`src/hw/rtl/mmf_pkg.sv`:
```
// ----------------------------------------------------------------------------
// mmf_pkg
// Shared types, codes and byte tables of the MIDI message framer.
// ----------------------------------------------------------------------------
package mmf_pkg;

  // command codes on cmd_i
  localparam logic [3:0] CMD_NOTE_ON  = 4'd0;
  localparam logic [3:0] CMD_NOTE_OFF = 4'd1;
  localparam logic [3:0] CMD_CTRL     = 4'd2;
  localparam logic [3:0] CMD_PROGRAM  = 4'd3;
  localparam logic [3:0] CMD_PRESSURE = 4'd4;
  localparam logic [3:0] CMD_BEND     = 4'd5;
  localparam logic [3:0] CMD_RPN      = 4'd6;
  localparam logic [3:0] CMD_NRPN     = 4'd7;
  localparam logic [3:0] CMD_GS       = 4'd8;

  // status bases
  localparam logic [7:0] ST_NOTE_ON  = 8'h90;
  localparam logic [7:0] ST_NOTE_OFF = 8'h80;
  localparam logic [7:0] ST_CTRL     = 8'hB0;
  localparam logic [7:0] ST_PROGRAM  = 8'hC0;
  localparam logic [7:0] ST_PRESSURE = 8'hD0;
  localparam logic [7:0] ST_BEND     = 8'hE0;

  // controller numbers for parameter messages
  localparam logic [7:0] CC_RPN_MSB    = 8'd101;
  localparam logic [7:0] CC_RPN_LSB    = 8'd100;
  localparam logic [7:0] CC_NRPN_MSB   = 8'd99;
  localparam logic [7:0] CC_NRPN_LSB   = 8'd98;
  localparam logic [7:0] CC_DATA_ENTRY = 8'd6;
  localparam logic [7:0] CC_NULL       = 8'h7F;

  // sysex framing
  localparam logic [7:0] SX_START  = 8'hF0;
  localparam logic [7:0] SX_END    = 8'hF7;
  localparam logic [7:0] GS_MAKER  = 8'h41;
  localparam logic [7:0] GS_DEVICE = 8'h10;
  localparam logic [7:0] GS_MODEL  = 8'h42;
  localparam logic [7:0] GS_DT1    = 8'h12;

  // bend offset and limit
  localparam logic signed [16:0] BEND_CENTRE = 17'sd8192;
  localparam logic [13:0]        BEND_MAX    = 14'h3FFF;

  // message lengths
  localparam int MAX_MSG_LEN = 15;
  localparam int IDX_W       = $clog2(MAX_MSG_LEN);
  localparam logic [IDX_W-1:0] LAST_VOICE3 = IDX_W'(2);
  localparam logic [IDX_W-1:0] LAST_VOICE2 = IDX_W'(1);
  localparam logic [IDX_W-1:0] LAST_PARAM  = IDX_W'(14);
  localparam logic [IDX_W-1:0] LAST_SYSEX  = IDX_W'(10);

  // default depth of the message queue
  localparam int QUEUE_DEPTH = 2;

  typedef enum logic [1:0] {
    MSG_VOICE,
    MSG_PARAM,
    MSG_SYSEX
  } msg_kind_e;

  // one classified message waiting for the sequencer
  typedef struct packed {
    msg_kind_e        kind;
    logic [IDX_W-1:0] last_idx;
    logic             nrpn;
    logic [7:0]       status;
    logic [6:0]       d0;
    logic [6:0]       d1;
    logic [6:0]       d2;
    logic [7:0]       addr_hi;
    logic [7:0]       addr_mid;
    logic [7:0]       addr_lo;
  } mmf_desc_t;

  // byte number idx of a message
  function automatic logic [7:0] mmf_byte_at(mmf_desc_t d, logic [IDX_W-1:0] idx);
    logic [7:0] b;
    logic [7:0] num_hi;
    logic [7:0] num_lo;
    b      = d.status;
    num_hi = d.nrpn ? CC_NRPN_MSB : CC_RPN_MSB;
    num_lo = d.nrpn ? CC_NRPN_LSB : CC_RPN_LSB;
    case (d.kind)
      MSG_VOICE: begin
        case (idx)
          IDX_W'(0): b = d.status;
          IDX_W'(1): b = {1'b0, d.d0};
          default:   b = {1'b0, d.d1};
        endcase
      end
      MSG_PARAM: begin
        case (idx)
          IDX_W'(1), IDX_W'(10):  b = num_hi;
          IDX_W'(4), IDX_W'(13):  b = num_lo;
          IDX_W'(2):              b = {1'b0, d.d0};
          IDX_W'(5):              b = {1'b0, d.d1};
          IDX_W'(7):              b = CC_DATA_ENTRY;
          IDX_W'(8):              b = {1'b0, d.d2};
          IDX_W'(11), IDX_W'(14): b = CC_NULL;
          default:                b = d.status;
        endcase
      end
      MSG_SYSEX: begin
        case (idx)
          IDX_W'(0): b = SX_START;
          IDX_W'(1): b = GS_MAKER;
          IDX_W'(2): b = GS_DEVICE;
          IDX_W'(3): b = GS_MODEL;
          IDX_W'(4): b = GS_DT1;
          IDX_W'(5): b = d.addr_hi;
          IDX_W'(6): b = d.addr_mid;
          IDX_W'(7): b = d.addr_lo;
          IDX_W'(8): b = {1'b0, d.d0};
          IDX_W'(9): b = {1'b0, d.d1};
          default:   b = SX_END;
        endcase
      end
      default: b = d.status;
    endcase
    return b;
  endfunction

endpackage

```
`src/hw/rtl/mmf_front.sv`:
```
// ----------------------------------------------------------------------------
// mmf_front
// Classifies a command word into a message descriptor: clamps, bend, checksum.
// ----------------------------------------------------------------------------
module mmf_front (
  input  logic              push_i,
  input  logic              full_i,
  input  logic [3:0]        cmd_i,
  input  logic [7:0]        channel_i,
  input  logic [7:0]        key_i,
  input  logic [7:0]        value_i,
  input  logic [7:0]        param_lsb_i,
  input  logic signed [15:0] bend_i,
  input  logic [7:0]        gs_addr_hi_i,
  input  logic [7:0]        gs_addr_mid_i,
  input  logic [7:0]        gs_addr_lo_i,
  output logic              wr_o,
  output mmf_pkg::mmf_desc_t desc_o
);

  function automatic logic [6:0] clamp7(logic [7:0] v);
    return v[7] ? 7'h7F : v[6:0];
  endfunction

  logic [3:0]        chan_nib;
  logic signed [16:0] bend_sum;
  logic [13:0]       bend_val;
  logic [6:0]        gs_data;
  logic [6:0]        gs_sum;
  logic              known;

  // channel clamped to 1..16, minus one
  always_comb begin
    if (channel_i == 8'd0) begin
      chan_nib = 4'd0;
    end else if (channel_i > 8'd16) begin
      chan_nib = 4'd15;
    end else begin
      chan_nib = 4'(channel_i - 8'd1);
    end
  end

  // bend offset and clamp to 14 bits
  always_comb begin
    bend_sum = 17'(signed'({bend_i[15], bend_i})) + mmf_pkg::BEND_CENTRE;
    if (bend_sum[16]) begin
      bend_val = '0;
    end else if (bend_sum[15:14] != 2'b00) begin
      bend_val = mmf_pkg::BEND_MAX;
    end else begin
      bend_val = bend_sum[13:0];
    end
  end

  // gs checksum, all modulo 128
  assign gs_data = value_i[6:0];
  assign gs_sum  = gs_addr_hi_i[6:0] + gs_addr_mid_i[6:0] + gs_addr_lo_i[6:0] + gs_data;

  // command decode
  always_comb begin
    known           = 1'b1;
    desc_o          = '0;
    desc_o.kind     = mmf_pkg::MSG_VOICE;
    desc_o.last_idx = mmf_pkg::LAST_VOICE3;
    desc_o.d0       = clamp7(key_i);
    desc_o.d1       = clamp7(value_i);
    desc_o.d2       = clamp7(value_i);
    desc_o.addr_hi  = gs_addr_hi_i;
    desc_o.addr_mid = gs_addr_mid_i;
    desc_o.addr_lo  = gs_addr_lo_i;
    desc_o.status   = mmf_pkg::ST_CTRL | {4'd0, chan_nib};
    case (cmd_i)
      mmf_pkg::CMD_NOTE_ON: begin
        desc_o.status = mmf_pkg::ST_NOTE_ON | {4'd0, chan_nib};
      end
      mmf_pkg::CMD_NOTE_OFF: begin
        desc_o.status = mmf_pkg::ST_NOTE_OFF | {4'd0, chan_nib};
        desc_o.d1     = 7'h40;
      end
      mmf_pkg::CMD_CTRL: begin
        desc_o.status = mmf_pkg::ST_CTRL | {4'd0, chan_nib};
      end
      mmf_pkg::CMD_PROGRAM: begin
        desc_o.status   = mmf_pkg::ST_PROGRAM | {4'd0, chan_nib};
        desc_o.last_idx = mmf_pkg::LAST_VOICE2;
      end
      mmf_pkg::CMD_PRESSURE: begin
        desc_o.status   = mmf_pkg::ST_PRESSURE | {4'd0, chan_nib};
        desc_o.last_idx = mmf_pkg::LAST_VOICE2;
      end
      mmf_pkg::CMD_BEND: begin
        desc_o.status = mmf_pkg::ST_BEND | {4'd0, chan_nib};
        desc_o.d0     = bend_val[6:0];
        desc_o.d1     = bend_val[13:7];
      end
      mmf_pkg::CMD_RPN, mmf_pkg::CMD_NRPN: begin
        desc_o.kind     = mmf_pkg::MSG_PARAM;
        desc_o.last_idx = mmf_pkg::LAST_PARAM;
        desc_o.nrpn     = (cmd_i == mmf_pkg::CMD_NRPN);
        desc_o.d1       = clamp7(param_lsb_i);
      end
      mmf_pkg::CMD_GS: begin
        desc_o.kind     = mmf_pkg::MSG_SYSEX;
        desc_o.last_idx = mmf_pkg::LAST_SYSEX;
        desc_o.d0       = gs_data;
        desc_o.d1       = 7'(7'd0 - gs_sum);
      end
      default: begin
        known = 1'b0;
      end
    endcase
  end

  // unknown commands are taken and dropped
  assign wr_o = push_i && !full_i && known;

endmodule

```
`src/hw/rtl/mmf_queue.sv`:
```
// ----------------------------------------------------------------------------
// mmf_queue
// Short descriptor queue between the classifier and the byte sequencer.
// ----------------------------------------------------------------------------
module mmf_queue #(
  parameter int Depth = mmf_pkg::QUEUE_DEPTH
) (
  input  logic               clk_i,
  input  logic               rst_ni,
  input  logic               wr_i,
  input  mmf_pkg::mmf_desc_t wr_desc_i,
  input  logic               rd_i,
  output mmf_pkg::mmf_desc_t rd_desc_o,
  output logic               full_o,
  output logic               empty_o
);

  localparam int PtrW = (Depth > 1) ? $clog2(Depth) : 1;
  localparam int CntW = $clog2(Depth + 1);
  localparam logic [PtrW-1:0] PtrLast = PtrW'(Depth - 1);
  localparam logic [CntW-1:0] CntFull = CntW'(Depth);

  mmf_pkg::mmf_desc_t mem_q [Depth];
  logic [PtrW-1:0] wr_ptr_q, wr_ptr_d;
  logic [PtrW-1:0] rd_ptr_q, rd_ptr_d;
  logic [CntW-1:0] cnt_q, cnt_d;

  assign full_o    = (cnt_q == CntFull);
  assign empty_o   = (cnt_q == '0);
  assign rd_desc_o = mem_q[rd_ptr_q];

  // pointer and count update
  always_comb begin
    wr_ptr_d = wr_ptr_q;
    rd_ptr_d = rd_ptr_q;
    cnt_d    = cnt_q;
    if (wr_i) begin
      wr_ptr_d = (wr_ptr_q == PtrLast) ? '0 : wr_ptr_q + PtrW'(1);
    end
    if (rd_i) begin
      rd_ptr_d = (rd_ptr_q == PtrLast) ? '0 : rd_ptr_q + PtrW'(1);
    end
    if (wr_i && !rd_i) begin
      cnt_d = cnt_q + CntW'(1);
    end else if (!wr_i && rd_i) begin
      cnt_d = cnt_q - CntW'(1);
    end
  end

  always_ff @(posedge clk_i or negedge rst_ni) begin
    if (!rst_ni) begin
      wr_ptr_q <= '0;
      rd_ptr_q <= '0;
      cnt_q    <= '0;
    end else begin
      wr_ptr_q <= wr_ptr_d;
      rd_ptr_q <= rd_ptr_d;
      cnt_q    <= cnt_d;
    end
  end

  // storage
  always_ff @(posedge clk_i) begin
    if (wr_i) begin
      mem_q[wr_ptr_q] <= wr_desc_i;
    end
  end

  // occupancy never passes the depth
  assert property (@(posedge clk_i) disable iff (!rst_ni) cnt_q <= CntFull)
    else $error("queue count above depth");

  // a lone write grows the queue by one word
  assert property (@(posedge clk_i) disable iff (!rst_ni)
    (wr_i && !rd_i) |=> (cnt_q == $past(cnt_q) + CntW'(1)))
    else $error("queue count lost a write");

endmodule

```
`src/hw/rtl/mmf_back.sv`:
```
// ----------------------------------------------------------------------------
// mmf_back
// Byte sequencer: walks the head descriptor and fills a two-entry output buffer.
// ----------------------------------------------------------------------------
module mmf_back (
  input  logic               clk_i,
  input  logic               rst_ni,
  input  mmf_pkg::mmf_desc_t head_i,
  input  logic               head_empty_i,
  output logic               head_pop_o,
  input  logic               pop_i,
  output logic               empty_o,
  output logic [7:0]         out_byte_o,
  output logic               last_o
);

  localparam logic [1:0] OutFull = 2'd2;

  logic [mmf_pkg::IDX_W-1:0] idx_q, idx_d;
  logic [7:0] ob_byte_q [2];
  logic       ob_last_q [2];
  logic       wr_ptr_q, rd_ptr_q;
  logic [1:0] cnt_q, cnt_d;
  logic       emit;
  logic       at_last;
  logic       take;

  assign emit       = !head_empty_i && (cnt_q != OutFull);
  assign at_last    = (idx_q == head_i.last_idx);
  assign head_pop_o = emit && at_last;
  assign take       = pop_i && (cnt_q != 2'd0);

  // byte index within the current message
  always_comb begin
    idx_d = idx_q;
    if (emit) begin
      idx_d = at_last ? '0 : idx_q + mmf_pkg::IDX_W'(1);
    end
  end

  // output buffer occupancy
  always_comb begin
    cnt_d = cnt_q;
    if (emit && !take) begin
      cnt_d = cnt_q + 2'd1;
    end else if (!emit && take) begin
      cnt_d = cnt_q - 2'd1;
    end
  end

  always_ff @(posedge clk_i or negedge rst_ni) begin
    if (!rst_ni) begin
      idx_q    <= '0;
      wr_ptr_q <= 1'b0;
      rd_ptr_q <= 1'b0;
      cnt_q    <= '0;
    end else begin
      idx_q <= idx_d;
      cnt_q <= cnt_d;
      if (emit) begin
        wr_ptr_q <= !wr_ptr_q;
      end
      if (take) begin
        rd_ptr_q <= !rd_ptr_q;
      end
    end
  end

  // output buffer data
  always_ff @(posedge clk_i) begin
    if (emit) begin
      ob_byte_q[wr_ptr_q] <= mmf_pkg::mmf_byte_at(head_i, idx_q);
      ob_last_q[wr_ptr_q] <= at_last;
    end
  end

  assign empty_o    = (cnt_q == 2'd0);
  assign out_byte_o = ob_byte_q[rd_ptr_q];
  assign last_o     = ob_last_q[rd_ptr_q];

  // the index stays inside the current message
  assert property (@(posedge clk_i) disable iff (!rst_ni)
    !head_empty_i |-> (idx_q <= head_i.last_idx))
    else $error("byte index beyond message end");

  // with no message waiting the sequencer sits at the first byte
  assert property (@(posedge clk_i) disable iff (!rst_ni)
    head_empty_i |-> (idx_q == '0))
    else $error("byte index not rewound between messages");

endmodule

```
`src/hw/rtl/midi_message_framer_core.sv`:
```
// ----------------------------------------------------------------------------
// midi_message_framer_core
// Turns MIDI command words into wire bytes, with last set on each final byte.
// ----------------------------------------------------------------------------
// A taken word enters the descriptor queue; the sequencer registers its bytes into
// the output buffer at one byte per cycle while a message waits and the buffer has
// room. Words give 2, 3, 11 or 15 bytes; unknown commands are taken and give none.
// The descriptor queue lets new words in while the sequencer is busy.
// Reset clears queue and output buffer pointers; no clearing pass.
module midi_message_framer_core #(
  parameter int QueueDepth = mmf_pkg::QUEUE_DEPTH
) (
  input  logic               clk_i,
  input  logic               rst_ni,
  input  logic               push,
  output logic               full,
  input  logic [3:0]         cmd_i,
  input  logic [7:0]         channel_i,
  input  logic [7:0]         key_i,
  input  logic [7:0]         value_i,
  input  logic [7:0]         param_lsb_i,
  input  logic signed [15:0] bend_i,
  input  logic [7:0]         gs_addr_hi_i,
  input  logic [7:0]         gs_addr_mid_i,
  input  logic [7:0]         gs_addr_lo_i,
  output logic               empty,
  input  logic               pop,
  output logic [7:0]         out_byte_o,
  output logic               last_o
);

  logic               q_wr;
  mmf_pkg::mmf_desc_t q_wr_desc;
  logic               q_rd;
  mmf_pkg::mmf_desc_t q_head;
  logic               q_empty;

  // classifier
  mmf_front u_front (
    .push_i        (push),
    .full_i        (full),
    .cmd_i         (cmd_i),
    .channel_i     (channel_i),
    .key_i         (key_i),
    .value_i       (value_i),
    .param_lsb_i   (param_lsb_i),
    .bend_i        (bend_i),
    .gs_addr_hi_i  (gs_addr_hi_i),
    .gs_addr_mid_i (gs_addr_mid_i),
    .gs_addr_lo_i  (gs_addr_lo_i),
    .wr_o          (q_wr),
    .desc_o        (q_wr_desc)
  );

  // descriptor queue
  mmf_queue #(
    .Depth (QueueDepth)
  ) u_queue (
    .clk_i     (clk_i),
    .rst_ni    (rst_ni),
    .wr_i      (q_wr),
    .wr_desc_i (q_wr_desc),
    .rd_i      (q_rd),
    .rd_desc_o (q_head),
    .full_o    (full),
    .empty_o   (q_empty)
  );

  // byte sequencer and output buffer
  mmf_back u_back (
    .clk_i        (clk_i),
    .rst_ni       (rst_ni),
    .head_i       (q_head),
    .head_empty_i (q_empty),
    .head_pop_o   (q_rd),
    .pop_i        (pop),
    .empty_o      (empty),
    .out_byte_o   (out_byte_o),
    .last_o       (last_o)
  );

endmodule

```
`config.mk`:
```
export PLATFORM = sky130hd
export DESIGN_NAME = midi_message_framer_core
export DESIGN_NICKNAME = d
export VERILOG_FILES = /design/src/hw/rtl/mmf_pkg.sv /design/src/hw/rtl/mmf_front.sv /design/src/hw/rtl/mmf_queue.sv /design/src/hw/rtl/mmf_back.sv /design/src/hw/rtl/midi_message_framer_core.sv
export SDC_FILE = /design/constraint.sdc
export NUM_CORES = 1
export LEC_CHECK = 0
export BUFFER_PORTS_ARGS = -buffer_cell sky130_fd_sc_hd__buf_4
export CAP_MARGIN = 20
export CORE_ASPECT_RATIO = 1.25
export CORE_MARGIN = 10
export CORE_UTILIZATION = 45
export CTS_CLUSTER_DIAMETER = 200
export DETAILED_ROUTE_END_ITERATION = 8
export GPL_TIMING_DRIVEN = 1
export PLACE_DENSITY = 0.64
export SLEW_MARGIN = 10
export SYNTH_ARGS = -nofsm -noshare
export SYNTH_HDL_FRONTEND = slang
export SYNTH_SLANG_ARGS = --single-unit
```
`constraint.sdc`:
```
create_clock -name clk_i -period 5.7 [get_ports clk_i]
set_input_delay 0.57 -clock clk_i [delete_from_list [all_inputs] [get_ports clk_i]]
set_output_delay 0.57 -clock clk_i [all_outputs]
set_load 0.02 [all_outputs]
```
==> impl_metrics.xml, run 1 <==
<?xml version="1.0" encoding="UTF-8"?>
<metrics>
  <group name="floorplanning">
    <metric name="die-height" unit="um">167</metric>
    <metric name="initial_utilization" unit="%">45.9</metric>
    <metric name="core_region_area" unit="um2">16800</metric>
    <metric name="die_area" unit="um2">22900</metric>
    <metric name="design.portCount" unit="">91</metric>
    <metric name="die_w" unit="um">137</metric>
    <metric name="std_cell_rows" unit="">53</metric>
  </group>
  <group name="finish">
    <metric name="diodes" unit="">0</metric>
    <metric name="layout-area-overhead-vs-synth" unit="%">17.4</metric>
    <metric name="fin_nets" unit="">826</metric>
    <metric name="fraction_of_final_layout_cells_with_drive_strength_greater_than_1" unit="%">21.3</metric>
    <metric name="final_cell_count_no_fill" unit="">949</metric>
  </group>
  <group name="synth">
    <metric name="synthesis.nets" unit="">738</metric>
    <metric name="synthFlopType" unit="">sky130_fd_sc_hd__edfxtp_1</metric>
    <metric name="synth_seq_area_share" unit="%">55.9</metric>
    <metric name="synth_edf_count" unit="">134</metric>
    <metric name="synth_top_cell_by_area" unit="">sky130_fd_sc_hd__edfxtp_1</metric>
    <metric name="mappedNetlistArea" unit="um2">7730</metric>
    <metric name="synth-seq-cells" unit="">146</metric>
    <metric name="synth.yosys.warnings" unit="">0</metric>
    <metric name="netlist_instances" unit="">628</metric>
    <metric name="post_synth_num_cell_types" unit="">65</metric>
    <metric name="netlist_top_cells_area" unit="">sky130_fd_sc_hd__edfxtp_1 52%, sky130_fd_sc_hd__mux2i_1 6.6%, sky130_fd_sc_hd__dfrtp_1 3.9%</metric>
    <metric name="netlist.area_leader.share" unit="%">52.1</metric>
    <metric name="postSynth.asyncResetShare" unit="%">8.22</metric>
    <metric name="syn_avg_cell_area" unit="um2">12.3</metric>
  </group>
  <group name="timing">
    <metric name="max_slew_margin" unit="%">25.5</metric>
    <metric name="min_period" unit="ns">3.38</metric>
    <metric name="setup_viol" unit="">0</metric>
    <metric name="maxSlewViolCount" unit="">0</metric>
    <metric name="setup-tns-final" unit="ns">0</metric>
    <metric name="clock.fmax" unit="GHz">0.295</metric>
    <metric name="hold_viol_final" unit="">0</metric>
    <metric name="rsz0062_at_grt" unit="">no</metric>
    <metric name="tightestPinTransition" unit="ns">1.12</metric>
    <metric name="finClkSkew" unit="ns">0.00637</metric>
    <metric name="layout_worst_path_cycle_share" unit="%">59.4</metric>
  </group>
  <group name="drt">
    <metric name="drt_drc_violations_left" unit="">0</metric>
    <metric name="drtAntennaViolNets" unit="">0</metric>
    <metric name="initialDrtViolationCount" unit="">448</metric>
    <metric name="detail_route.first_pass.iterations" unit="">4</metric>
    <metric name="wire_length_per_cell" unit="um">19.5</metric>
    <metric name="wl" unit="mm">18.5</metric>
    <metric name="routed-via-count" unit="">5298</metric>
    <metric name="avgViaCountPerCell" unit="">5.58</metric>
  </group>
  <group name="clocking">
    <metric name="cts.hold.buffers_added" unit="">1</metric>
    <metric name="cts-resized-gates" unit="">0</metric>
    <metric name="clk_pin_slew_worst_paths" unit="ns">0.06</metric>
    <metric name="cts_htree_levels" unit="">4</metric>
    <metric name="clkLatencyLatePin" unit="ns">0.42</metric>
    <metric name="cts_max_path_buffers" unit="">2</metric>
    <metric name="post-cts-setup-buffer-count" unit="">0</metric>
    <metric name="sinks_on_clock_net" unit="">146</metric>
    <metric name="root_buffer" unit="">sky130_fd_sc_hd__clkbuf_16</metric>
    <metric name="cts_made_buffers" unit="">17</metric>
    <metric name="tritoncts" unit="">done</metric>
  </group>
  <group name="flow_run">
    <metric name="drv.max_cap_violation_count" unit="">0</metric>
  </group>
  <group name="place">
    <metric name="port_buffers" unit="">90</metric>
    <metric name="dp_cells" unit="">916</metric>
    <metric name="finalWeightedCongestion" unit="">0.882</metric>
    <metric name="dp_hpwl" unit="mm">13.4</metric>
  </group>
  <group name="grt">
    <metric name="use_met2" unit="%">27.8</metric>
    <metric name="grt_antenna_before_repair" unit="">0</metric>
    <metric name="grt_start_max_net_pins" unit="">65</metric>
    <metric name="via_count_of_the_first_global_routing_pass" unit="">5459</metric>
    <metric name="grtUsageTotal" unit="%">16.6</metric>
    <metric name="global_route.usage.met1" unit="%">20.2</metric>
    <metric name="grt_overflow_total" unit="">0</metric>
    <metric name="gr-max-usage-layer" unit="">met2</metric>
    <metric name="global_route_wire_length_before_repair" unit="mm">29.5</metric>
    <metric name="grt.met3_usage" unit="%">4.33</metric>
  </group>
  <group name="power">
    <metric name="total_leakage_power" unit="uW">0.00347</metric>
    <metric name="pwr_density_cell" unit="nW/um2">480</metric>
    <metric name="max-vdd-ir-drop" unit="mV">0.243</metric>
  </group>
  <group name="critical_path">
    <metric name="maximum_fanout_count_along_the_critical_path" unit="">3</metric>
    <metric name="cp.required" unit="ns">5.87</metric>
    <metric name="crit_arrival" unit="ns">3.56</metric>
    <metric name="worst-r2r-setup-slack" unit="ns">2.53</metric>
    <metric name="worstSetupStartpointType" unit="">primary input</metric>
    <metric name="worst_setup_path_end_kind" unit="">flip-flop</metric>
    <metric name="crit_type" unit="">in2reg</metric>
  </group>
  <group name="hold_path">
    <metric name="worstHoldPathType" unit="">in2reg</metric>
  </group>
  <group name="outcome">
    <metric name="run_status" unit="">complete, no violations</metric>
  </group>
</metrics>
==> flip-flops by register name (all words and copies together), names as in the netlist <==
| signal | flops |
|---|---|
| u_queue.wr_ptr_q | 1 |
| u_back.ob_last_q | 2 |
| u_back.ob_byte_q | 16 |
| u_back.cnt_q | 2 |
| u_queue.rd_ptr_q | 1 |
| u_back.rd_ptr_q | 1 |
| u_back.idx_q | 4 |
| u_queue.cnt_q | 2 |
| u_queue.mem_q | 116 |
| u_back.wr_ptr_q | 1 |
==> cells by family (layout without fill, tap and decap cells) <==
kind of cell | after synthesis | count (layout) | synth area share, %
xor+xnor | 24 | 24 | 2.72
buf+inv | 80 | 181 | 5.03
compound gates | 145 | 145 | 12.4
simple gates | 136 | 136 | 8.82
mux | 65 | 65 | 8.79
fa+ha+maj | 32 | 32 | 6.28
flops | 146 | 146 | 55.9
==> where the power goes <==
group / internal [uW] / switching [uW]
registers: 1480 / 240
clock network: 589 / 407
logic: 715 / 920
==> synth_stat cells (all sizes together) (8+ instances only) <==
cell and count:
edfxtp 134, o21ai 57, inv 54, mux2i 52, nor2 42, nand2 37, o22ai 27, buf 20
ha 18, xnor2 18, a21oi 14, mux2 13, dfrtp 12, fa 12, nand3 11, nand2b 10
o2111ai 8, o221ai 8
==> critical path, stage by stage <==
cell,delay (ns)
sky130_fd_sc_hd__buf_4,0.09
sky130_fd_sc_hd__inv_1,0.05
sky130_fd_sc_hd__fa_1,0.52
sky130_fd_sc_hd__inv_1,0.05
sky130_fd_sc_hd__fa_1,0.43
sky130_fd_sc_hd__fa_1,0.51
sky130_fd_sc_hd__inv_1,0.05
sky130_fd_sc_hd__ha_1,0.22
sky130_fd_sc_hd__fa_1,0.42
sky130_fd_sc_hd__a21o_1,0.20
sky130_fd_sc_hd__a21oi_1,0.17
sky130_fd_sc_hd__xnor2_1,0.09
sky130_fd_sc_hd__a21o_1,0.19
==> metal layers <==
layer / part of all wire [%] / routed length, um
met2: 52 / 9670
met1: 42 / 7700
met3: 4.9 / 902
met4: 1.3 / 237
met5: 0 / 0
==> placed cells by master (no fill, tap or decap), types with 12 or more instances in the layout <==
cell / instances
sky130_fd_sc_hd__a21oi_1: 14
sky130_fd_sc_hd__buf_4: 94
sky130_fd_sc_hd__clkbuf_16: 17
sky130_fd_sc_hd__edfxtp_1: 134
sky130_fd_sc_hd__fa_1: 12
sky130_fd_sc_hd__ha_1: 18
sky130_fd_sc_hd__inv_1: 53
sky130_fd_sc_hd__mux2_2: 13
sky130_fd_sc_hd__mux2i_1: 51
sky130_fd_sc_hd__nand2_1: 36
sky130_fd_sc_hd__nor2_1: 41
sky130_fd_sc_hd__o21ai_0: 52
sky130_fd_sc_hd__o22ai_1: 26
sky130_fd_sc_hd__xnor2_1: 18
==> final cells by class <==
class	instances	area, um2
inverter	54	203
tap	220	275
clock inverter	13	95.1
clock buffer	19	433
timing repair buffer	95	716
fill	1442	7770
sequential	146	4330
multi-input combinational	402	3030
==> through the flow <==
step	total power, uW	hold slack, ns	area (um2)	setup slack (ns)	utilization (%)
2_1_floorplan	2930	0.274	7730	1.66	-
3_3_place_gp	3340	0.416	8540	1.88	50.7
3_5_place_dp	3380	0.416	8540	1.88	50.7
4_1_cts	4380	0.319	9070	2.32	53.9
5_1_grt	4620	0.312	9070	2.16	53.9
6_report	4350	0.332	9070	2.32	53.9
==> worst paths after layout <==
| path | startpoint | end | cells past startpoint |
|---|---|---|---|
| setup / recovery | value_i[1] | u_queue.mem_q[0][37] | 13 |
| hold / removal | gs_addr_lo_i[7] | u_queue.mem_q[0][7] | 1 |
| setup reg to reg | u_queue.rd_ptr_q | u_back.ob_byte_q[0][3] | 4 |
| hold reg to reg | u_queue.cnt_q[1] | u_queue.cnt_q[1] | 1 |
| max in group asynchronous | rst_ni | u_queue.rd_ptr_q | 2 |
| min in group asynchronous | rst_ni | u_back.cnt_q[0] | 2 |
Note: power is estimated with default switching activity, not from simulation.
==> run 2, diff against run 1 <==
==> constraint.sdc (replaced) <==
create_clock -name clk_i -period 3.5 [get_ports clk_i]
set_input_delay 0.35 -clock clk_i [delete_from_list [all_inputs] [get_ports clk_i]]
set_output_delay 0.35 -clock clk_i [all_outputs]
set_load 0.02 [all_outputs]
==> run 2 against run 1 <==
Compared with the run above: total power is 71% higher; via count is 0.66% higher; final cell count is 0.53% higher; clock skew is 0.00063 ns higher; core utilization is 0.94 points higher; global-route usage is 0.18 points higher; critical path depth stayed put; setup slack worse by 2.0 ns; cell area is 1.7% higher; clock power is 92% higher; hold slack worse by 0.22 ns; register-to-register slack worse by 2.0 ns; critical path type unchanged; critical endpoint is now u_queue.mem_q[1][37].
==> impl_metrics.xml, run 2 (synthesis results as in run 1) <==
<?xml version="1.0" encoding="UTF-8"?>
<metrics>
  <group name="power">
    <metric name="max-vdd-ir-drop" unit="mV">0.333</metric>
    <metric name="total_leakage_power" unit="uW">0.00355</metric>
    <metric name="pwr_density_cell" unit="nW/um2">805</metric>
  </group>
  <group name="drt">
    <metric name="routed-via-count" unit="">5333</metric>
    <metric name="drt_drc_violations_left" unit="">0</metric>
    <metric name="wl" unit="mm">18.9</metric>
    <metric name="wire_length_per_cell" unit="um">19.8</metric>
    <metric name="initialDrtViolationCount" unit="">539</metric>
    <metric name="detail_route.first_pass.iterations" unit="">6</metric>
    <metric name="avgViaCountPerCell" unit="">5.59</metric>
    <metric name="drtAntennaViolNets" unit="">0</metric>
  </group>
  <group name="grt">
    <metric name="grt_start_max_net_pins" unit="">59</metric>
    <metric name="grt_antenna_before_repair" unit="">0</metric>
    <metric name="grt_overflow_total" unit="">0</metric>
    <metric name="grtUsageTotal" unit="%">16.8</metric>
    <metric name="global_route_wire_length_before_repair" unit="mm">29.9</metric>
    <metric name="via_count_of_the_first_global_routing_pass" unit="">5595</metric>
  </group>
  <group name="floorplanning">
    <metric name="initial_utilization" unit="%">45.9</metric>
    <metric name="die_w" unit="um">137</metric>
    <metric name="design.portCount" unit="">91</metric>
    <metric name="core_region_area" unit="um2">16800</metric>
    <metric name="die_area" unit="um2">22900</metric>
    <metric name="std_cell_rows" unit="">53</metric>
    <metric name="die-height" unit="um">167</metric>
  </group>
  <group name="hold_path">
    <metric name="worstHoldPathType" unit="">in2reg</metric>
    <metric name="hold_depth" unit="">1</metric>
    <metric name="hold_path_end" unit="">u_queue.mem_q[1][23]</metric>
    <metric name="holdCritStartpoint" unit="">gs_addr_hi_i[7]</metric>
  </group>
  <group name="clocking">
    <metric name="cts_htree_levels" unit="">4</metric>
    <metric name="cts_max_path_buffers" unit="">2</metric>
    <metric name="cts-resized-gates" unit="">0</metric>
    <metric name="root_buffer" unit="">sky130_fd_sc_hd__clkbuf_16</metric>
    <metric name="cts_made_buffers" unit="">17</metric>
    <metric name="tritoncts" unit="">done</metric>
    <metric name="clk_pin_slew_worst_paths" unit="ns">0.06</metric>
    <metric name="post-cts-setup-buffer-count" unit="">0</metric>
    <metric name="clkLatencyLatePin" unit="ns">0.42</metric>
    <metric name="sinks_on_clock_net" unit="">146</metric>
  </group>
  <group name="critical_path">
    <metric name="worst_setup_path_end_kind" unit="">flip-flop</metric>
    <metric name="crit_arrival" unit="ns">3.34</metric>
    <metric name="crit_type" unit="">in2reg</metric>
    <metric name="cpMaxStageDelayCell" unit="">sky130_fd_sc_hd__fa_1</metric>
    <metric name="cp_slowest_stage_delay" unit="ns">0.52</metric>
    <metric name="cp.required" unit="ns">3.68</metric>
    <metric name="r2r.worst_path.cells" unit="">7</metric>
    <metric name="critical_path.reg2reg.startpoint" unit="">u_queue.rd_ptr_q</metric>
    <metric name="timing.rr.end" unit="">u_back.ob_byte_q[1][4]</metric>
    <metric name="worstSetupStartpointType" unit="">primary input</metric>
    <metric name="maximum_fanout_count_along_the_critical_path" unit="">2</metric>
    <metric name="path_common_cell" unit="">sky130_fd_sc_hd__fa_1</metric>
    <metric name="worst-r2r-setup-slack" unit="ns">0.51</metric>
    <metric name="crit_chain" unit="">buf_4 -&gt; inv_1 -&gt; fa_1 -&gt; inv_1 -&gt; fa_1 -&gt; fa_1 -&gt; inv_1 -&gt; ha_1 -&gt; fa_1 -&gt; a21o_1 -&gt; a21oi_1 -&gt; xnor2_1 -&gt; a21o_1</metric>
  </group>
  <group name="finish">
    <metric name="largest_registers" unit="">u_queue.mem_q (116), u_back.ob_byte_q (16), u_back.idx_q (4)</metric>
    <metric name="regArea" unit="um2">4330</metric>
    <metric name="layout-area-overhead-vs-synth" unit="%">19.4</metric>
    <metric name="multi_input_comb_area" unit="um2">3030</metric>
    <metric name="top_register_by_number_of_flip_flops" unit="">u_queue.mem_q</metric>
    <metric name="largest_reg_flops" unit="">116</metric>
    <metric name="stdcell_area" unit="um2">9230</metric>
    <metric name="most_common_library_cell_in_the_layout_ignoring_fill_and_taps" unit="">sky130_fd_sc_hd__edfxtp_1</metric>
    <metric name="layout.filler_cells" unit="">1440</metric>
    <metric name="fraction_of_final_layout_cells_with_drive_strength_greater_than_1" unit="%">22.1</metric>
    <metric name="fin_nets" unit="">831</metric>
    <metric name="diodes" unit="">0</metric>
    <metric name="layout_common_cells" unit="">134 x sky130_fd_sc_hd__edfxtp_1, 97 x sky130_fd_sc_hd__buf_4, 53 x sky130_fd_sc_hd__inv_1</metric>
    <metric name="layout.core_utilization" unit="%">54.8</metric>
  </group>
  <group name="timing">
    <metric name="rsz0062_at_grt" unit="">no</metric>
    <metric name="setup_viol" unit="">0</metric>
    <metric name="maxSlewViolCount" unit="">0</metric>
    <metric name="layout_worst_path_cycle_share" unit="%">90.3</metric>
    <metric name="min_period" unit="ns">3.16</metric>
    <metric name="finClkSkew" unit="ns">0.00700</metric>
    <metric name="hold_viol_final" unit="">0</metric>
    <metric name="tightestPinTransition" unit="ns">0.858</metric>
    <metric name="max_slew_margin" unit="%">42.6</metric>
    <metric name="clock.fmax" unit="GHz">0.316</metric>
  </group>
  <group name="place">
    <metric name="port_buffers" unit="">90</metric>
    <metric name="finalWeightedCongestion" unit="">0.879</metric>
    <metric name="dp_hpwl" unit="mm">13.6</metric>
    <metric name="instance_area_after_placement" unit="um2">8600</metric>
  </group>
  <group name="outcome">
    <metric name="run_status" unit="">complete, no violations</metric>
  </group>
  <group name="flow_run">
    <metric name="drv.max_cap_violation_count" unit="">0</metric>
  </group>
</metrics>
[run 2: stage by stage]
step	power, uW	TNS [ns]	worst slack, ns	hold slack [ns]	instances
floorplan	4770	0	0.123	0.0544	628
global placement	5450	-0.149	-0.0744	0.197	921
detailed placement	5540	-0.227	-0.114	0.201	921
CTS	7470	0	0.323	0.101	954
global route	7850	0	0.206	0.0976	954
finish	7430	0	0.340	0.113	954
[run 2: metal layers]
layer  vias up  part of all wire, %  global-route usage (%)
li1       2514                    -                       -
met1      2611                   41                    20.3
met5         -                    0                       0
met2       180                   52                    28.5
met4         0                  2.1                    6.06
met3        28                  5.6                    3.79
[run 2: worst max-delay path by stage]
stage	startpoint	to	slack, ns
finish	value_i[1]	u_queue.mem_q[1][37]	0.34
global route	value_i[1]	u_queue.mem_q[0][37]	0.21
CTS	value_i[1]	u_queue.mem_q[1][37]	0.32
detailed placement	value_i[1]	u_queue.mem_q[1][37]	-0.11
global placement	value_i[1]	u_queue.mem_q[0][37]	-0.07
floorplan	value_i[1]	u_queue.mem_q[0][37]	0.12
[run 2: layout make-up]
class	instances	share of cell area (%)
Clock inverter	13	2.06
Sequential cell	146	46.9
Clock buffer	19	4.69
Tap cell	220	2.98
Multi-Input combinational cell	402	32.8
Timing Repair Buffer	100	8.43
Inverter	54	2.20
[run 2: what timing repair did]
action	in CTS	in global routing
hold endpoints to repair	12	0
hold buffers	1	0
endpoints found under the setup margin	0	0
[run 2: worst max-delay path, delay by kind of cell]
kind                     cells  cell delay (ns)
XOR/XNOR                     1             0.09
buffers and inverters        4             0.24
adder cells (fa/ha/maj)      5             2.12
AO/OA/AOI/OAI                3             0.55
[run 2: where the power goes]
| group | switching, uW | internal [uW] |
|---|---|---|
| registers | 346 | 2410 |
| clock network | 664 | 1250 |
| logic | 1580 | 1180 |
| total | 2590 | 4840 |
==> run 3, diff against run 2 <==
--- a/config.mk
+++ b/config.mk
@@ -9,11 +9,11 @@
 export CAP_MARGIN = 20
 export CORE_ASPECT_RATIO = 1.25
 export CORE_MARGIN = 10
-export CORE_UTILIZATION = 45
+export CORE_UTILIZATION = 39
 export CTS_CLUSTER_DIAMETER = 200
 export DETAILED_ROUTE_END_ITERATION = 8
 export GPL_TIMING_DRIVEN = 1
-export PLACE_DENSITY = 0.64
+export PLACE_DENSITY = 0.57
 export SLEW_MARGIN = 10
 export SYNTH_ARGS = -nofsm -noshare
 export SYNTH_HDL_FRONTEND = slang
==> run 3 against run 2 <==
Compared with the run above: via count is 2.0% lower; combinational power is 2% higher; sequential share of layout area is 0.11 points lower; first-iteration DRC count is 27% lower; core utilization is 7.3 points lower; count of clock-buffer cells in the layout stayed put; cell area is 0.23% higher; flip-flop and latch count stayed put; clock power is 7% lower; critical endpoint unchanged.
==> impl_metrics.xml, run 3 (synthesis results as in run 1) <==
<?xml version="1.0" encoding="UTF-8"?>
<metrics>
  <group name="finish">
    <metric name="layout.filler_cells" unit="">1758</metric>
    <metric name="layout.core_utilization" unit="%">47.5</metric>
    <metric name="top_register_by_number_of_flip_flops" unit="">u_queue.mem_q</metric>
    <metric name="most_common_library_cell_in_the_layout_ignoring_fill_and_taps" unit="">sky130_fd_sc_hd__edfxtp_1</metric>
    <metric name="fin_nets" unit="">833</metric>
    <metric name="largest_registers" unit="">u_queue.mem_q (116), u_back.ob_byte_q (16), u_back.idx_q (4)</metric>
    <metric name="fraction_of_final_layout_cells_with_drive_strength_greater_than_1" unit="%">22.2</metric>
    <metric name="layout_common_cells" unit="">134 x sky130_fd_sc_hd__edfxtp_1, 99 x sky130_fd_sc_hd__buf_4, 53 x sky130_fd_sc_hd__inv_1</metric>
    <metric name="diodes" unit="">0</metric>
    <metric name="stdcell_area" unit="um2">9250</metric>
    <metric name="largest_reg_flops" unit="">116</metric>
    <metric name="layout-area-overhead-vs-synth" unit="%">19.7</metric>
  </group>
  <group name="grt">
    <metric name="grtUsageTotal" unit="%">15.0</metric>
    <metric name="global_route_wire_length_before_repair" unit="mm">30.6</metric>
    <metric name="grt_overflow_total" unit="">0</metric>
    <metric name="grt_antenna_before_repair" unit="">0</metric>
    <metric name="via_count_of_the_first_global_routing_pass" unit="">5592</metric>
    <metric name="grt_start_max_net_pins" unit="">40</metric>
  </group>
  <group name="place">
    <metric name="finalWeightedCongestion" unit="">0.881</metric>
    <metric name="dp_hpwl" unit="mm">14.5</metric>
    <metric name="port_buffers" unit="">90</metric>
    <metric name="instance_area_after_placement" unit="um2">8670</metric>
  </group>
  <group name="drt">
    <metric name="initialDrtViolationCount" unit="">394</metric>
    <metric name="drt_drc_violations_left" unit="">0</metric>
    <metric name="wire_length_per_cell" unit="um">19.5</metric>
    <metric name="avgViaCountPerCell" unit="">5.23</metric>
    <metric name="drtAntennaViolNets" unit="">0</metric>
    <metric name="routed-via-count" unit="">5229</metric>
    <metric name="detail_route.first_pass.iterations" unit="">5</metric>
    <metric name="wl" unit="mm">19.5</metric>
  </group>
  <group name="power">
    <metric name="share_seq_of_total_power" unit="%">37.1</metric>
    <metric name="clock_power_share" unit="%">24.3</metric>
    <metric name="power.share.switching" unit="%">35.5</metric>
    <metric name="total_leakage_power" unit="uW">0.00352</metric>
    <metric name="finalPower" unit="uW">7300</metric>
    <metric name="combinationalPowerShare" unit="%">38.6</metric>
    <metric name="max-vdd-ir-drop" unit="mV">0.380</metric>
    <metric name="net-switching-power" unit="uW">2590</metric>
    <metric name="pwr_density_cell" unit="nW/um2">789</metric>
    <metric name="cell_internal_pwr" unit="uW">4710</metric>
  </group>
  <group name="clocking">
    <metric name="cts_max_path_buffers" unit="">2</metric>
    <metric name="cts.hold.buffers_added" unit="">1</metric>
    <metric name="cts_made_buffers" unit="">17</metric>
    <metric name="root_buffer" unit="">sky130_fd_sc_hd__clkbuf_16</metric>
    <metric name="clkLatencyLatePin" unit="ns">0.42</metric>
    <metric name="sinks_on_clock_net" unit="">146</metric>
    <metric name="cts-resized-gates" unit="">0</metric>
    <metric name="cts_htree_levels" unit="">4</metric>
    <metric name="clk_pin_slew_worst_paths" unit="ns">0.06</metric>
    <metric name="tritoncts" unit="">done</metric>
    <metric name="post-cts-setup-buffer-count" unit="">0</metric>
  </group>
  <group name="critical_path">
    <metric name="crit_arrival" unit="ns">3.35</metric>
    <metric name="cp.required" unit="ns">3.67</metric>
    <metric name="maximum_fanout_count_along_the_critical_path" unit="">2</metric>
    <metric name="cpMaxStageDelayCell" unit="">sky130_fd_sc_hd__fa_1</metric>
    <metric name="path_common_cell" unit="">sky130_fd_sc_hd__fa_1</metric>
    <metric name="crit_type" unit="">in2reg</metric>
    <metric name="cp_slowest_stage_delay" unit="ns">0.54</metric>
    <metric name="critical_path.reg2reg.startpoint" unit="">u_back.idx_q[1]</metric>
    <metric name="worst_setup_path_startpoint" unit="">value_i[1]</metric>
    <metric name="crit_chain" unit="">buf_4 -&gt; inv_1 -&gt; fa_1 -&gt; inv_1 -&gt; fa_1 -&gt; fa_1 -&gt; inv_1 -&gt; ha_1 -&gt; fa_1 -&gt; a21o_1 -&gt; a21oi_1 -&gt; xnor2_1 -&gt; a21o_1</metric>
    <metric name="worstSetupStartpointType" unit="">primary input</metric>
    <metric name="worst_setup_path_end_kind" unit="">flip-flop</metric>
  </group>
  <group name="floorplanning">
    <metric name="die-height" unit="um">177</metric>
    <metric name="std_cell_rows" unit="">57</metric>
    <metric name="die_w" unit="um">146</metric>
    <metric name="core_region_area" unit="um2">19500</metric>
    <metric name="initial_utilization" unit="%">39.7</metric>
    <metric name="die_area" unit="um2">25900</metric>
    <metric name="design.portCount" unit="">91</metric>
  </group>
  <group name="hold_path">
    <metric name="worstHoldPathType" unit="">in2reg</metric>
    <metric name="holdCritStartpoint" unit="">gs_addr_mid_i[7]</metric>
  </group>
  <group name="timing">
    <metric name="maxSlewViolCount" unit="">0</metric>
    <metric name="max_slew_margin" unit="%">42.3</metric>
    <metric name="setup_viol" unit="">0</metric>
    <metric name="rsz0062_at_grt" unit="">no</metric>
    <metric name="layout_worst_path_cycle_share" unit="%">90.7</metric>
    <metric name="timing.hold.ws" unit="ns">0.109</metric>
    <metric name="hold_viol_final" unit="">0</metric>
    <metric name="tightestPinTransition" unit="ns">0.862</metric>
    <metric name="min_period" unit="ns">3.17</metric>
    <metric name="clock.fmax" unit="GHz">0.315</metric>
    <metric name="finClkSkew" unit="ns">0.0111</metric>
  </group>
  <group name="outcome">
    <metric name="run_status" unit="">complete, no violations</metric>
  </group>
  <group name="flow_run">
    <metric name="drv.max_cap_violation_count" unit="">0</metric>
  </group>
</metrics>
==> run 3: changes by cell type in the layout (fill, tap and decap cells not counted) <==
cell,previous run,this run
sky130_fd_sc_hd__buf_4,97,99
sky130_fd_sc_hd__bufinv_16,5,3
sky130_fd_sc_hd__clkinv_2,5,3
sky130_fd_sc_hd__clkinvlp_4,1,3
sky130_fd_sc_hd__clkinv_1,2,1
sky130_fd_sc_hd__clkinv_4,0,1
==> run 3: worst max-delay path, delay by kind of cell <==
kind	cells	cell delay (ns)
adders and majority gates	5	2.12
buffers and inverters	4	0.24
xor gates and xnor gates	1	0.10
AOI/OAI and AO/OA	3	0.56
==> run 3: cell type report <==
| cell class | count | area, um2 | area share (%) |
|---|---|---|---|
| inverters | 54 | 203 | 2.19 |
| clock buffers | 19 | 433 | 4.68 |
| multi-input cells | 402 | 3030 | 32.7 |
| flip-flops and latches | 146 | 4330 | 46.8 |
| clock inverters | 11 | 140 | 1.51 |
| well taps | 265 | 332 | 3.58 |
| repair buffers | 102 | 793 | 8.57 |
==> run 3: path summary, 6_finish.rpt <==
path	end	slack, ns	depth (start not counted)
worst max-delay path	u_queue.mem_q[1][37]	0.33	13
worst min-delay path	u_queue.mem_q[0][15]	0.11	1
worst max register to register	u_back.ob_byte_q[0][1]	0.74	8
worst min register to register	u_queue.cnt_q[1]	0.49	1
max in group asynchronous	u_queue.rd_ptr_q	3.02	2
min in group asynchronous	u_back.rd_ptr_q	0.30	2
==> run 3: power groups by stage <==
stage                     combinational (uW)  clock [uW]  sequential, uW
after floorplan                         2220           0            2550
after global placement                  2790           0            2730
after detailed placement                2830           0            2750
after CTS                               2850        1810            2720
after global routing                    3090        1870            2760
final                                   2820        1770            2710
==> run 3: routing by layer <==
layer  track usage, %  wire [um]
met5                0          0
met1             17.2       8120
met3             3.26        727
met4             5.15        342
met2             27.2      10300
==> run 3: through the flow <==
stage                     cells  setup TNS [ns]  setup WS (ns)
final                       999               0          0.327
after global routing        999               0          0.187
after CTS                   999               0          0.322
after detailed placement    968          -0.249         -0.124
after global placement      968          -0.162        -0.0809
after floorplan             628               0          0.123
